<file path="src/hw/rtl/gregorian_date_calculator_macros.svh">
// Assertion macros for the date calculator RTL.
// GDC_ASSERT is held off while reset is active; GDC_ASSERT_ALWAYS is checked on every edge.
`ifndef GREGORIAN_DATE_CALCULATOR_MACROS_SVH
`define GREGORIAN_DATE_CALCULATOR_MACROS_SVH

`ifndef ASSERT_OFF
`define GDC_ASSERT(label, clk, rst_n, prop, msg) \
    label: assert property (@(posedge clk) disable iff (!rst_n) prop) else $error(msg);
`define GDC_ASSERT_ALWAYS(label, clk, prop, msg) \
    label: assert property (@(posedge clk) prop) else $error(msg);
`else
`define GDC_ASSERT(label, clk, rst_n, prop, msg)
`define GDC_ASSERT_ALWAYS(label, clk, prop, msg)
`endif

`endif

</file>
<file path="src/hw/rtl/gdc_pkg.sv">
package gdc_pkg;

    // field widths
    localparam int W_DAY    = 5;
    localparam int W_MONTH  = 4;
    localparam int W_YEAR   = 14;
    localparam int W_SERIAL = 22;
    localparam int W_MLEN   = 5;
    localparam int W_WEEK   = 6;
    localparam int W_UNTIL  = 9;
    localparam int W_DOY    = 9;
    localparam int W_QUART  = 12;   // year / 4
    localparam int W_CENT   = 7;    // year / 100
    localparam int W_QCENT  = 5;    // year / 400
    localparam int W_PROD   = 24;   // (year / 4) * reciprocal of 25
    localparam int W_WKPROD = 17;   // (day of year - 1) * reciprocal of 7

    localparam int IN_TDATA_W  = 48;
    localparam int OUT_TDATA_W = 88;

    // calendar constants
    localparam logic [W_YEAR-1:0]  YEAR_MAX      = 14'd9999;
    localparam logic [W_MONTH-1:0] MONTH_JAN     = 4'd1;
    localparam logic [W_MONTH-1:0] MONTH_FEB     = 4'd2;
    localparam logic [W_MONTH-1:0] MONTH_APR     = 4'd4;
    localparam logic [W_MONTH-1:0] MONTH_JUN     = 4'd6;
    localparam logic [W_MONTH-1:0] MONTH_SEP     = 4'd9;
    localparam logic [W_MONTH-1:0] MONTH_NOV     = 4'd11;
    localparam logic [W_MONTH-1:0] MONTH_DEC     = 4'd12;
    localparam logic [W_MLEN-1:0]  LEN_SHORT     = 5'd30;
    localparam logic [W_MLEN-1:0]  LEN_LONG      = 5'd31;
    localparam logic [W_MLEN-1:0]  LEN_FEB_LEAP  = 5'd29;
    localparam logic [W_MLEN-1:0]  LEN_FEB       = 5'd28;
    localparam int                 DAYS_PER_YEAR = 365;
    localparam int                 WEEK_MAX      = 53;
    localparam int                 UNTIL_MAX     = 366;

    // x / 25 == (x * 5243) >> 17 for x <= 2500
    localparam logic [12:0] DIV25_MUL   = 13'd5243;
    localparam int          DIV25_SHIFT = 17;
    // x / 7 == (x * 293) >> 11 for x <= 365
    localparam logic [8:0]  DIV7_MUL    = 9'd293;
    localparam int          DIV7_SHIFT  = 11;

    // input fields, unpacked from the slave tdata
    typedef struct packed {
        logic [W_YEAR-1:0]  second_year;
        logic [W_MONTH-1:0] second_month;
        logic [W_DAY-1:0]   second_day;
        logic [W_YEAR-1:0]  first_year;
        logic [W_MONTH-1:0] first_month;
        logic [W_DAY-1:0]   first_day;
    } t_in;

    // stage 1: clamped dates and century products
    typedef struct packed {
        logic [W_DAY-1:0]   day_a;
        logic [W_MONTH-1:0] month_a;
        logic [W_YEAR-1:0]  year_a;
        logic [W_DAY-1:0]   day_b;
        logic [W_MONTH-1:0] month_b;
        logic [W_YEAR-1:0]  year_b;
        logic [W_YEAR-1:0]  year_n;
        logic [W_PROD-1:0]  prod_a;
        logic [W_PROD-1:0]  prod_b;
        logic [W_PROD-1:0]  prod_n;
    } t_s1;

    // year decode: leap flag and quotients of (year - 1)
    typedef struct packed {
        logic               leap;
        logic [W_YEAR-1:0]  p;
        logic [W_QUART-1:0] p4;
        logic [W_CENT-1:0]  p100;
        logic [W_QCENT-1:0] p400;
    } t_ydec;

    // stage 2: normalized dates and year decodes
    typedef struct packed {
        logic [W_DAY-1:0]   day_a;
        logic [W_MONTH-1:0] month_a;
        logic [W_YEAR-1:0]  year_a;
        logic [W_DAY-1:0]   day_b;
        logic [W_MONTH-1:0] month_b;
        t_ydec              dec_a;
        t_ydec              dec_b;
        logic               leap_n;
    } t_s2;

    // stage 3: days before year and day of year terms
    typedef struct packed {
        logic [W_DAY-1:0]    day_a;
        logic [W_MONTH-1:0]  month_a;
        logic [W_YEAR-1:0]   year_a;
        logic                leap_a;
        logic [W_MLEN-1:0]   mlen;
        logic [W_SERIAL-1:0] dby_a;
        logic [W_SERIAL-1:0] dby_b;
        logic [W_DOY-1:0]    doy_a;
        logic [W_DOY-1:0]    doy_b;
        logic [W_DOY-1:0]    doy_ann;
        logic [W_DOY-1:0]    doy_nx;
    } t_s3;

    // stage 4: serials, week product, anniversary count
    typedef struct packed {
        logic [W_DAY-1:0]    day_a;
        logic [W_MONTH-1:0]  month_a;
        logic [W_YEAR-1:0]   year_a;
        logic                leap_a;
        logic [W_MLEN-1:0]   mlen;
        logic [W_SERIAL-1:0] sa;
        logic [W_SERIAL-1:0] sb;
        logic [W_WKPROD-1:0] wk_prod;
        logic [W_UNTIL-1:0]  days_left;
    } t_s4;

    // result fields
    typedef struct packed {
        logic [W_UNTIL-1:0]  days_to_anniversary;
        logic [W_SERIAL-1:0] distance_days;
        logic [W_WEEK-1:0]   week_of_year;
        logic [W_MLEN-1:0]   month_length;
        logic                leap_flag;
        logic [W_SERIAL-1:0] serial_day;
        logic [W_YEAR-1:0]   norm_year;
        logic [W_MONTH-1:0]  norm_month;
        logic [W_DAY-1:0]    norm_day;
    } t_out;

    function automatic logic [W_MLEN-1:0] month_len(input logic [W_MONTH-1:0] m,
                                                    input logic leap);
        logic [W_MLEN-1:0] len;
        case (m)
            MONTH_APR, MONTH_JUN, MONTH_SEP, MONTH_NOV: len = LEN_SHORT;
            MONTH_FEB: len = leap ? LEN_FEB_LEAP : LEN_FEB;
            default: len = LEN_LONG;
        endcase
        return len;
    endfunction

    // days in the months before month m
    function automatic logic [W_DOY-1:0] cum_days(input logic [W_MONTH-1:0] m);
        logic [W_DOY-1:0] c;
        case (m)
            4'd2:    c = 9'd31;
            4'd3:    c = 9'd59;
            4'd4:    c = 9'd90;
            4'd5:    c = 9'd120;
            4'd6:    c = 9'd151;
            4'd7:    c = 9'd181;
            4'd8:    c = 9'd212;
            4'd9:    c = 9'd243;
            4'd10:   c = 9'd273;
            4'd11:   c = 9'd304;
            4'd12:   c = 9'd334;
            default: c = 9'd0;
        endcase
        return c;
    endfunction

    function automatic logic [W_DOY-1:0] day_of_year(input logic [W_MONTH-1:0] m,
                                                     input logic [W_DAY-1:0] d,
                                                     input logic leap);
        logic extra;
        extra = (m > MONTH_FEB) && leap;
        return cum_days(m) + W_DOY'(d) + W_DOY'(extra);
    endfunction

endpackage

</file>
<file path="src/hw/rtl/gdc_prep.sv">
// Stage 1: clamp the raw fields and form the year / 100 products
module gdc_prep import gdc_pkg::*; (
    input  logic i_clk,
    input  logic i_rst_n,
    input  logic i_valid,
    output logic o_ready,
    input  t_in  i_data,
    output logic o_valid,
    input  logic i_ready,
    output t_s1  o_data
);

    logic r_valid;
    t_s1  r_data;
    t_s1  n_data;

    function automatic logic [W_YEAR-1:0] clamp_year(input logic [W_YEAR-1:0] y);
        logic [W_YEAR-1:0] c;
        if (y == '0) begin
            c = W_YEAR'(1);
        end else if (y > YEAR_MAX) begin
            c = YEAR_MAX;
        end else begin
            c = y;
        end
        return c;
    endfunction

    function automatic logic [W_MONTH-1:0] clamp_month(input logic [W_MONTH-1:0] m);
        logic [W_MONTH-1:0] c;
        if (m == '0) begin
            c = MONTH_JAN;
        end else if (m > MONTH_DEC) begin
            c = MONTH_DEC;
        end else begin
            c = m;
        end
        return c;
    endfunction

    function automatic logic [W_DAY-1:0] clamp_day(input logic [W_DAY-1:0] d);
        return (d == '0) ? W_DAY'(1) : d;
    endfunction

    // (year / 4) times the reciprocal of 25
    function automatic logic [W_PROD-1:0] cent_prod(input logic [W_YEAR-1:0] y);
        return W_PROD'(y[W_YEAR-1:2]) * W_PROD'(DIV25_MUL);
    endfunction

    // clamping and products
    always_comb begin
        n_data.day_a   = clamp_day(i_data.first_day);
        n_data.month_a = clamp_month(i_data.first_month);
        n_data.year_a  = clamp_year(i_data.first_year);
        n_data.day_b   = clamp_day(i_data.second_day);
        n_data.month_b = clamp_month(i_data.second_month);
        n_data.year_b  = clamp_year(i_data.second_year);
        n_data.year_n  = n_data.year_a + W_YEAR'(1);
        n_data.prod_a  = cent_prod(n_data.year_a);
        n_data.prod_b  = cent_prod(n_data.year_b);
        n_data.prod_n  = cent_prod(n_data.year_n);
    end

    // stage register
    assign o_ready = !r_valid || i_ready;

    always_ff @(posedge i_clk) begin
        if (!i_rst_n) begin
            r_valid <= 1'b0;
        end else if (o_ready) begin
            r_valid <= i_valid;
        end
    end

    always_ff @(posedge i_clk) begin
        if (o_ready && i_valid) begin
            r_data <= n_data;
        end
    end

    assign o_valid = r_valid;
    assign o_data  = r_data;

endmodule

</file>
<file path="src/hw/rtl/gdc_norm.sv">
// Stage 2: leap decode and month carry of both dates
module gdc_norm import gdc_pkg::*; (
    input  logic i_clk,
    input  logic i_rst_n,
    input  logic i_valid,
    output logic o_ready,
    input  t_s1  i_data,
    output logic o_valid,
    input  logic i_ready,
    output t_s2  o_data
);

    logic r_valid;
    t_s2  r_data;
    t_s2  n_data;
    t_ydec w_dec_n;

    // leap flag and quotients of (y - 1) from y / 100
    function automatic t_ydec year_dec(input logic [W_YEAR-1:0] y,
                                       input logic [W_PROD-1:0] prod);
        t_ydec             r;
        logic [W_CENT-1:0] q;
        logic [W_YEAR-1:0] hundreds;
        logic              z4;
        logic              z100;
        logic              z400;
        q        = prod[W_PROD-1:DIV25_SHIFT];
        hundreds = W_YEAR'({q, 6'b0}) + W_YEAR'({q, 5'b0}) + W_YEAR'({q, 2'b0});
        z4       = (y[1:0] == 2'b00);
        z100     = (y == hundreds);
        z400     = z100 && (q[1:0] == 2'b00);
        r.leap   = (z4 && !z100) || z400;
        r.p      = y - W_YEAR'(1);
        r.p4     = y[W_YEAR-1:2] - W_QUART'(z4);
        r.p100   = q - W_CENT'(z100);
        r.p400   = q[W_CENT-1:2] - W_QCENT'(z400);
        return r;
    endfunction

    // decode and carry; a day of at most 31 never leaves December
    always_comb begin
        logic [W_MLEN-1:0] len_a;
        logic [W_MLEN-1:0] len_b;
        n_data.dec_a  = year_dec(i_data.year_a, i_data.prod_a);
        n_data.dec_b  = year_dec(i_data.year_b, i_data.prod_b);
        w_dec_n       = year_dec(i_data.year_n, i_data.prod_n);
        n_data.leap_n = w_dec_n.leap;
        n_data.year_a = i_data.year_a;

        len_a = month_len(i_data.month_a, n_data.dec_a.leap);
        if (W_MLEN'(i_data.day_a) > len_a) begin
            n_data.day_a   = i_data.day_a - W_DAY'(len_a);
            n_data.month_a = i_data.month_a + W_MONTH'(1);
        end else begin
            n_data.day_a   = i_data.day_a;
            n_data.month_a = i_data.month_a;
        end

        len_b = month_len(i_data.month_b, n_data.dec_b.leap);
        if (W_MLEN'(i_data.day_b) > len_b) begin
            n_data.day_b   = i_data.day_b - W_DAY'(len_b);
            n_data.month_b = i_data.month_b + W_MONTH'(1);
        end else begin
            n_data.day_b   = i_data.day_b;
            n_data.month_b = i_data.month_b;
        end
    end

    // stage register
    assign o_ready = !r_valid || i_ready;

    always_ff @(posedge i_clk) begin
        if (!i_rst_n) begin
            r_valid <= 1'b0;
        end else if (o_ready) begin
            r_valid <= i_valid;
        end
    end

    always_ff @(posedge i_clk) begin
        if (o_ready && i_valid) begin
            r_data <= n_data;
        end
    end

    assign o_valid = r_valid;
    assign o_data  = r_data;

endmodule

</file>
<file path="src/hw/rtl/gdc_days.sv">
// Stage 3: days before each year and day-of-year terms
module gdc_days import gdc_pkg::*; (
    input  logic i_clk,
    input  logic i_rst_n,
    input  logic i_valid,
    output logic o_ready,
    input  t_s2  i_data,
    output logic o_valid,
    input  logic i_ready,
    output t_s3  o_data
);

    logic r_valid;
    t_s3  r_data;
    t_s3  n_data;

    // 365 * p + p / 4 - p / 100 + p / 400
    function automatic logic [W_SERIAL-1:0] days_before(input t_ydec dec);
        return W_SERIAL'(dec.p) * W_SERIAL'(DAYS_PER_YEAR) + W_SERIAL'(dec.p4)
               - W_SERIAL'(dec.p100) + W_SERIAL'(dec.p400);
    endfunction

    // anniversary day of year, with a leap day moved to 1 March in a common year
    function automatic logic [W_DOY-1:0] ann_doy(input logic [W_MONTH-1:0] m,
                                                 input logic [W_DAY-1:0] d,
                                                 input logic leap);
        logic [W_MLEN-1:0]  len;
        logic [W_MONTH-1:0] mm;
        logic [W_DAY-1:0]   dd;
        len = month_len(m, leap);
        if (W_MLEN'(d) > len) begin
            dd = d - W_DAY'(len);
            mm = m + W_MONTH'(1);
        end else begin
            dd = d;
            mm = m;
        end
        return day_of_year(mm, dd, leap);
    endfunction

    always_comb begin
        n_data.day_a   = i_data.day_a;
        n_data.month_a = i_data.month_a;
        n_data.year_a  = i_data.year_a;
        n_data.leap_a  = i_data.dec_a.leap;
        n_data.mlen    = month_len(i_data.month_a, i_data.dec_a.leap);
        n_data.dby_a   = days_before(i_data.dec_a);
        n_data.dby_b   = days_before(i_data.dec_b);
        n_data.doy_a   = day_of_year(i_data.month_a, i_data.day_a, i_data.dec_a.leap);
        n_data.doy_b   = day_of_year(i_data.month_b, i_data.day_b, i_data.dec_b.leap);
        n_data.doy_ann = ann_doy(i_data.month_b, i_data.day_b, i_data.dec_a.leap);
        n_data.doy_nx  = ann_doy(i_data.month_b, i_data.day_b, i_data.leap_n);
    end

    // stage register
    assign o_ready = !r_valid || i_ready;

    always_ff @(posedge i_clk) begin
        if (!i_rst_n) begin
            r_valid <= 1'b0;
        end else if (o_ready) begin
            r_valid <= i_valid;
        end
    end

    always_ff @(posedge i_clk) begin
        if (o_ready && i_valid) begin
            r_data <= n_data;
        end
    end

    assign o_valid = r_valid;
    assign o_data  = r_data;

endmodule

</file>
<file path="src/hw/rtl/gdc_serial.sv">
// Stages 4 and 5: serial sums, anniversary count, distance, week, output register
module gdc_serial import gdc_pkg::*; (
    input  logic i_clk,
    input  logic i_rst_n,
    input  logic i_valid,
    output logic o_ready,
    input  t_s3  i_data,
    output logic o_valid,
    input  logic i_ready,
    output t_out o_data
);

    logic r_v4;
    t_s4  r_s4;
    t_s4  n_s4;
    logic w_rdy5;
    logic r_v5;
    t_out r_out;
    t_out n_out;

    // stage 4 logic; date a and the anniversary in the primary year share that year, so day of year decides
    always_comb begin
        logic [W_UNTIL:0] wrap;
        n_s4.day_a   = i_data.day_a;
        n_s4.month_a = i_data.month_a;
        n_s4.year_a  = i_data.year_a;
        n_s4.leap_a  = i_data.leap_a;
        n_s4.mlen    = i_data.mlen;
        n_s4.sa      = i_data.dby_a + W_SERIAL'(i_data.doy_a);
        n_s4.sb      = i_data.dby_b + W_SERIAL'(i_data.doy_b);
        n_s4.wk_prod = W_WKPROD'(i_data.doy_a - W_DOY'(1)) * W_WKPROD'(DIV7_MUL);
        wrap = (W_UNTIL+1)'(DAYS_PER_YEAR) + (W_UNTIL+1)'(i_data.leap_a)
               + (W_UNTIL+1)'(i_data.doy_nx) - (W_UNTIL+1)'(i_data.doy_a);
        if (i_data.doy_a < i_data.doy_ann) begin
            n_s4.days_left = W_UNTIL'(i_data.doy_ann - i_data.doy_a);
        end else if (i_data.doy_a > i_data.doy_ann) begin
            n_s4.days_left = wrap[W_UNTIL-1:0];
        end else begin
            n_s4.days_left = '0;
        end
    end

    // stage 5 logic
    always_comb begin
        n_out.norm_day            = r_s4.day_a;
        n_out.norm_month          = r_s4.month_a;
        n_out.norm_year           = r_s4.year_a;
        n_out.serial_day          = r_s4.sa;
        n_out.leap_flag           = r_s4.leap_a;
        n_out.month_length        = r_s4.mlen;
        n_out.week_of_year        = r_s4.wk_prod[W_WKPROD-1:DIV7_SHIFT] + W_WEEK'(1);
        n_out.distance_days       = (r_s4.sa > r_s4.sb) ? (r_s4.sa - r_s4.sb)
                                                        : (r_s4.sb - r_s4.sa);
        n_out.days_to_anniversary = r_s4.days_left;
    end

    // handshake chain
    assign w_rdy5  = !r_v5 || i_ready;
    assign o_ready = !r_v4 || w_rdy5;

    always_ff @(posedge i_clk) begin
        if (!i_rst_n) begin
            r_v4 <= 1'b0;
            r_v5 <= 1'b0;
        end else begin
            if (o_ready) begin
                r_v4 <= i_valid;
            end
            if (w_rdy5) begin
                r_v5 <= r_v4;
            end
        end
    end

    always_ff @(posedge i_clk) begin
        if (o_ready && i_valid) begin
            r_s4 <= n_s4;
        end
        if (w_rdy5 && r_v4) begin
            r_out <= n_out;
        end
    end

    assign o_valid = r_v5;
    assign o_data  = r_out;

endmodule

</file>
<file path="src/hw/rtl/gregorian_date_calculator.sv">
// An accepted input transaction passes the prep, norm, days, stage 4 and output registers in turn.
// Throughput: one transaction per cycle unless backpressure stalls; five register stages, each with a valid bit.
// Backpressure stalls only the stages that are full; a free stage keeps taking data.
// Reset: i_rst_n synchronous, active low; clears all valid bits, data registers unreset.
`include "gregorian_date_calculator_macros.svh"

module gregorian_date_calculator import gdc_pkg::*; (
    input  logic                   i_clk,
    input  logic                   i_rst_n,
    // fields from bit 0: first_day, first_month, first_year,
    // second_day, second_month, second_year, zero pad
    input  logic [IN_TDATA_W-1:0]  s_axis_tdata,
    input  logic                   s_axis_tvalid,
    output logic                   s_axis_tready,
    // fields from bit 0: norm_day, norm_month, norm_year, serial_day, leap_flag,
    // month_length, week_of_year, distance_days, days_to_anniversary
    output logic [OUT_TDATA_W-1:0] m_axis_tdata,
    output logic                   m_axis_tvalid,
    input  logic                   m_axis_tready
);

    t_in  w_in;
    t_s1  w_d1;
    t_s2  w_d2;
    t_s3  w_d3;
    t_out w_out;
    logic w_v1;
    logic w_v2;
    logic w_v3;
    logic w_rdy2;
    logic w_rdy3;
    logic w_rdy4;

    // unpack input transaction
    assign w_in.first_day    = s_axis_tdata[4:0];
    assign w_in.first_month  = s_axis_tdata[8:5];
    assign w_in.first_year   = s_axis_tdata[22:9];
    assign w_in.second_day   = s_axis_tdata[27:23];
    assign w_in.second_month = s_axis_tdata[31:28];
    assign w_in.second_year  = s_axis_tdata[45:32];

    gdc_prep u_prep (
        .i_clk   (i_clk),
        .i_rst_n (i_rst_n),
        .i_valid (s_axis_tvalid),
        .o_ready (s_axis_tready),
        .i_data  (w_in),
        .o_valid (w_v1),
        .i_ready (w_rdy2),
        .o_data  (w_d1)
    );

    gdc_norm u_norm (
        .i_clk   (i_clk),
        .i_rst_n (i_rst_n),
        .i_valid (w_v1),
        .o_ready (w_rdy2),
        .i_data  (w_d1),
        .o_valid (w_v2),
        .i_ready (w_rdy3),
        .o_data  (w_d2)
    );

    gdc_days u_days (
        .i_clk   (i_clk),
        .i_rst_n (i_rst_n),
        .i_valid (w_v2),
        .o_ready (w_rdy3),
        .i_data  (w_d2),
        .o_valid (w_v3),
        .i_ready (w_rdy4),
        .o_data  (w_d3)
    );

    gdc_serial u_serial (
        .i_clk   (i_clk),
        .i_rst_n (i_rst_n),
        .i_valid (w_v3),
        .o_ready (w_rdy4),
        .i_data  (w_d3),
        .o_valid (m_axis_tvalid),
        .i_ready (m_axis_tready),
        .o_data  (w_out)
    );

    // pack result transaction
    assign m_axis_tdata = {w_out.days_to_anniversary, w_out.distance_days,
                           w_out.week_of_year, w_out.month_length, w_out.leap_flag,
                           w_out.serial_day, w_out.norm_year, w_out.norm_month,
                           w_out.norm_day};

    // checks
    `GDC_ASSERT_ALWAYS(a_rst_clears_out, i_clk, !i_rst_n |=> !m_axis_tvalid, "valid after reset")
    `GDC_ASSERT(a_accept_fills_s1, i_clk, i_rst_n, (s_axis_tvalid && s_axis_tready) |=> w_v1, "accepted transaction not in stage 1")
    `GDC_ASSERT(a_feb_len, i_clk, i_rst_n, (m_axis_tvalid && (w_out.norm_month == MONTH_FEB)) |-> (w_out.month_length == (w_out.leap_flag ? LEN_FEB_LEAP : LEN_FEB)), "February length disagrees with leap flag")
    `GDC_ASSERT(a_ranges, i_clk, i_rst_n, m_axis_tvalid |-> ((w_out.week_of_year >= W_WEEK'(1)) && (w_out.week_of_year <= W_WEEK'(WEEK_MAX)) && (w_out.days_to_anniversary <= W_UNTIL'(UNTIL_MAX))), "week or anniversary count out of range")

endmodule
</file>
<file path="config.mk">
export PLATFORM = sky130hd
export DESIGN_NAME = gregorian_date_calculator
export DESIGN_NICKNAME = d
export VERILOG_FILES = /design/src/hw/rtl/gdc_pkg.sv /design/src/hw/rtl/gdc_prep.sv /design/src/hw/rtl/gdc_norm.sv /design/src/hw/rtl/gdc_days.sv /design/src/hw/rtl/gdc_serial.sv /design/src/hw/rtl/gregorian_date_calculator.sv
export VERILOG_INCLUDE_DIRS = /design/src /design/src/hw/rtl
export SDC_FILE = /design/constraint.sdc
export NUM_CORES = 2
export LEC_CHECK = 0
export ABC_AREA = 1
export BUFFER_PORTS_ARGS = -buffer_cell sky130_fd_sc_hd__buf_4
export CORE_MARGIN = 5
export CORE_UTILIZATION = 45
export CTS_BUF_LIST = sky130_fd_sc_hd__clkbuf_4
export CTS_CLUSTER_DIAMETER = 30
export DETAILED_ROUTE_END_ITERATION = 10
export PLACE_DENSITY = 0.71
export SYNTH_ARGS = -nofsm -noshare
export SYNTH_HDL_FRONTEND = slang
export SYNTH_SLANG_ARGS = --single-unit
</file>
<file path="constraint.sdc">
create_clock -name i_clk -period 7.77 [get_ports i_clk]
set_input_delay 1.9425 -clock i_clk [delete_from_list [all_inputs] [get_ports i_clk]]
set_output_delay 1.9425 -clock i_clk [all_outputs]
set_load 0.03 [all_outputs]
</file>
-- Word level (Yosys, flattened, before mapping)
Memories as Yosys holds them, arrays and structs flattened. A register that Yosys moved wholly into a read port is not among the register bits.
Cells that the tools add are included.
- output and inout bits: 90
- memories kept: 4
- register bits after elaboration: 544
- bits in read-only memories: 576
- bits of input ports: 52
- multiply operators: 6
- reductions and logical operators: 50
- multiplexer cells: 26
- equal/unequal tests: 23
- $add $sub $neg: 46
- magnitude comparators: 15
- memory list (memory ; depth ; bits a word ; rd ports ; clocked after Yosys merged registers in ; write ports ; RTL line ; source):
    (no name shown) ; 16 ; 9 ; 1 ; 1 ; 0 ; gdc_pkg.sv:145 ; case (m)
    (no name shown) ; 16 ; 9 ; 1 ; 1 ; 0 ; gdc_pkg.sv:145 ;
    (no name shown) ; 16 ; 9 ; 1 ; 0 ; 0 ; gdc_pkg.sv:145 ;
    (no name shown) ; 16 ; 9 ; 1 ; 0 ; 0 ; gdc_pkg.sv:145 ;
- operators by type and width (kind ; count):
    12-bit by 13-bit multiplier with 24-bit output, second input constant ; 3
    14-bit two-way mux ; 4
    5-bit one-hot mux with 2 select lines ; 5
    22-bit by 12-bit adder with 22-bit output ; 2
    22-bit by 5-bit adder with 22-bit output ; 2
    22-bit by 9-bit adder with 22-bit output ; 2
    14-bit by 9-bit multiplier with 22-bit output, second input constant ; 2
    22-bit subtractor ; 2
    22-bit by 7-bit subtractor with 22-bit output ; 2
    13-bit by 12-bit adder with 14-bit output ; 3
    14-bit by 9-bit adder with 14-bit output ; 3
    14-bit == test ; 3
    9-bit by 1-bit adder with 9-bit output ; 4
    9-bit by 5-bit adder with 9-bit output ; 4
    9-bit two-way mux ; 4
    4-bit by 3-bit == test with 1-bit output, second input constant ; 8
    4-bit == test, second input constant ; 8
    14-bit greater-than comparator, second input constant ; 2
    14-bit logical NOT ; 2
    14-bit by 1-bit subtractor with 14-bit output, second input constant ; 2
    4-bit two-way mux ; 6
    12-bit by 1-bit subtractor with 12-bit output ; 2
    22-bit greater-than comparator ; 1
    22-bit two-way mux ; 1
    27 further kinds ; 89

-- Logic depth before layout (Yosys ltp)
- depth in word-level cells: 11
- gate-level depth with buffers: 40

-- Hierarchy
From an unflattened synthesis, not the netlist that was laid out.
- cells, all modules: 4911
- area total of the unflattened synthesis: 46771.1 um2
- by module, submodules not included (module ; cells an instance ; seq. area each (um2) ; area an instance (um2) ; instances):
    gdc_prep ; 1344 ; 3893.7 ; 13698.1 ; 1
    gdc_days ; 1321 ; 3203.1 ; 13153.9 ; 1
    gdc_serial ; 1495 ; 5325.1 ; 12663.4 ; 1
    gdc_norm ; 751 ; 3293.2 ; 7255.7 ; 1

-- Worst setup path after synthesis
OpenSTA, ideal clock, no wires.
- path kind: input port to flip-flop
- start point: in s_axis_tdata[19]
- end point: reg u_prep.r_data, in the netlist u_prep.o_data[19], data pin
- setup slack: -0.174 ns
- stages: 33
- buffers on the path: 1
- data arrival time: 7.692 ns
- setup time: 0.252 ns
- cell sequence: inv_1 -> nor2_1 -> nand2_1 -> nand2_1 -> nand2_1 -> buf_4 -> nand2_1 -> ha_1 -> nand2_1 -> inv_1 -> nand2_1 -> nor2_1 -> nand2_1 -> nor2_1 -> xor2_1 -> inv_1 -> fa_1 -> fa_1 -> fa_1 -> inv_1 -> fa_1 -> inv_1 -> fa_1 -> inv_1 -> ha_1 -> a21oi_1 -> o21a_1 -> a21oi_1 -> or2_2 -> nand3_1 -> nand2_1 -> nand2_1 -> nand2_1
- RTL lines (item ; RTL line ; source):
    from (decl) ; gregorian_date_calculator.sv:12 ; input logic [IN_TDATA_W-1:0] s_axis_tdata,
    to (signal assigned) ; gdc_prep.sv:77 ; r_data <= n_data;
    to (decl) ; gdc_prep.sv:14 ; t_s1 r_data;

==> results.toml <==
[status]
outcome = "complete, no violations"

[synth]
synth_area_leaders = "edfxtp_1 32%, ha_1 19%, fa_1 15%"
synthDistinctLibCells = 60
synth_xor_area_frac = 0.0603
async_flop_share = 0
ys_ff_latch = 489
synth_top_family_by_area = "adder cells"
syn-cell-area_mm2 = 0.0440
synth-simple-area-share = 0.117
yosys_most_used_dff = "edfxtp_1"
synth_edf_count = 466
synth_top_area_frac = 0.318
synth_common_cells = "1017 x inv_1, 664 x nand2_1, 652 x ha_1"
syn_inst = 4537
muxShareOfSynthArea = 0.000256
synth_adder_area_share = 0.336
yosysMostFrequentCell = "inv_1"
ys_warn_count = 0
syn_avg_cell_area_um2 = 9.69
synth_top_cell_by_area = "edfxtp_1"
synth-compound-area-share = 0.0640
synth-seq-area-share = 0.329

[place]
portBuffers = 136
pre_cts_slack_ns = -0.295
dp.cells = 6007
hpwl_um = 75800
place_area_mm2 = 0.0471
gp_congestion = 0.926

[pwr]
power_leakage_nw = 24.1
irDropWorstVdd_mv = 0.461
powerDensity_mw_per_mm2 = 320
power_mw = 15.7

[drt]
drt-pass1-iter-count = 5
via_count = 30500
wl_um = 90600
postRouteAntennaNets = 0
route.detailed.drc = 0
drt_iter0_drc = 1364
routedWlPerCell_um = 14.5
via_per_inst = 4.88

[timing]
tns_ns = 0
fmax_mhz = 141
period_share = 0.914
tightest_slew_ns = 0.963
rsz0062_at_grt = "no"
slew-limit-headroom = 0.357
hold_viol_final = 0
final.setup.worst_slack_ns = 0.665
maxSlewViolCount = 0
setup_violations = 0
hold_ws_ns = 0.405
min_period_ns = 7.10
clock_skew_ns = 0.0667

[grt]
grt_pass1_vias = 31600
gr-total-overflow = 0
grt_max_degree = 72
grt_usage = 0.179
grt_pass1_wl_um = 153000
antenna_found_initial = 3

[die]
start_util = 0.454
io_pins = 142
die-height_um = 323
core_mm2 = 0.0969
num_rows = 114
die-width_um = 323
die-area_mm2 = 0.104

[worst_setup_path]
worstPathMaxFanout = 10
slowest_stage = "fa_1"
crit_path_frequent_cell = "nand2_1"
worstPathRequired_ns = 8.50
rr_startpoint = "u_prep.o_data[65]"
cp-startpoint = "s_axis_tdata[14]"
cp-endpoint = "u_prep.o_data[19]"
end_kind = "flip-flop"
critPathKind = "primary input to flip-flop"
critPathMaxStageDelay_ns = 0.54
cp-start-kind = "primary input"
ff2ff_path_depth = 28
cp.arrival_ns = 7.83
r2r_slack_ns = 2.78

[clock_tree]
postCtsHoldBufs = 0
cts_tree = "built"
cts_buffer_depth = 3
htree_num_levels = 4
ctsResizeCount = 0
cts_buffers = 132
worstSkewPairLatency_ns = 0.97
cts_root_buf = "clkbuf_4"
cts.reportedPaths.clkPinSlew_ns = 0.06
post-cts-setup-buffers = 0
cts.sinks = 489

[layout]
finalCoreUtilization = 0.505
final_area_mm2 = 0.0489
drive_gt1_frac = 0.104
syn_to_final_growth_pct = 11.3
nNetsFinal = 5900
final_cells = 6240

[hold_path]
hold_class = "flip-flop to flip-flop"

[run]
drv_cap = 0
## kinds of logic (layout without fill, tap and decap cells)
family | after synthesis | after routing
compound gates | 493 | 493
buf+inv | 1067 | 1490
mux | 1 | 1
simple gates | 1204 | 1204
fa+ha+maj | 983 | 983
other cells | 1 | 5
flops | 489 | 489
xor+xnor | 299 | 299
## per-layer routing
metal | part of all wire | global-route usage | vias to the layer above | wire length [um]
met2 | 0.51 | 0.321 | 558 | 45900
met5 | 0.00015 | 0 | - | 14
met4 | 0.026 | 0.0638 | 2 | 2380
met3 | 0.035 | 0.0258 | 152 | 3180
li1 | - | - | 15400 | -
met1 | 0.43 | 0.220 | 14400 | 39100
## where the power goes
part	internal [mW]	total (mW)	switching (mW)
sequential	3.52	3.78	0.263
combinational	3.86	9.48	5.62
clock	1.29	2.40	1.11
## worst min path at each step
| stage | slack [ns] | endpoint | depth (start not counted) | start |
|---|---|---|---|---|
| 3_3_place_gp | 0.40 | u_serial.n_out[11] | 0 | u_days.o_data[88] |
| 2_1_floorplan | 0.40 | u_days.o_data[86] | 0 | u_norm.o_data[88] |
| 6_report | 0.40 | u_serial.o_data[81] | 0 | u_serial.n_out[81] |
| 4_1_cts | 0.40 | u_serial.o_data[1] | 0 | u_serial.n_out[1] |
| 3_5_place_dp | 0.40 | u_days.o_data[92] | 0 | u_norm.o_data[94] |
| 5_1_grt | 0.41 | u_serial.o_data[81] | 0 | u_serial.n_out[81] |
## area by class of cell
type,instances,area (um2)
Antenna cell,2,5.00
Clock buffer,177,1330
Clock inverter,54,474
Fill cell,8721,47900
Inverter,1024,3850
Multi-Input combinational cell,2983,25500
Sequential cell,489,14500
Tap cell,1276,1600
Timing Repair Buffer,235,1760
## sequential cells by signal, summed over array words and instances, names as in the netlist, 28 cells and up, named ones only
| signal | flops |
|---|---|
| u_serial.n_out | 57 |
| u_norm.o_data | 109 |
| u_serial.o_data | 85 |
| u_days.o_data | 106 |
| u_serial.r_s4 | 28 |
| u_prep.o_data | 81 |
## critical path, delay by kind of cell
kind / cells / cell delay [ns]
AO/OA/AOI/OAI: 3 / 0.46
XOR/XNOR: 1 / 0.26
adder cells (fa/ha/maj): 7 / 3.17
buffers and inverters: 8 / 0.75
AND/OR/NAND/NOR: 13 / 1.21
## layout by cell type, fill, tap and decap left out, drive strengths merged, types with 2 or more instances in the layout
cell	count
fa	331
or2	14
a21o	20
ha	652
o211ai	9
edfxtp	466
buf	235
a21oi	229
clkinv	38
clkinvlp	5
nor4	11
nand3b	5
diode	2
o21ai	165
a22oi	2
o21bai	16
nand4	61
dfxtp	23
conb	3
bufinv	6
nand3	169
nor2	222
xor2	225
xnor2	73
a31oi	10
o21a	8
a21boi	13
nor3b	4
and2	7
nand2	673
clkbuf	177
inv	1029
nor3	35
o31ai	11
o41ai	2
(Power assumes the default switching activity.)
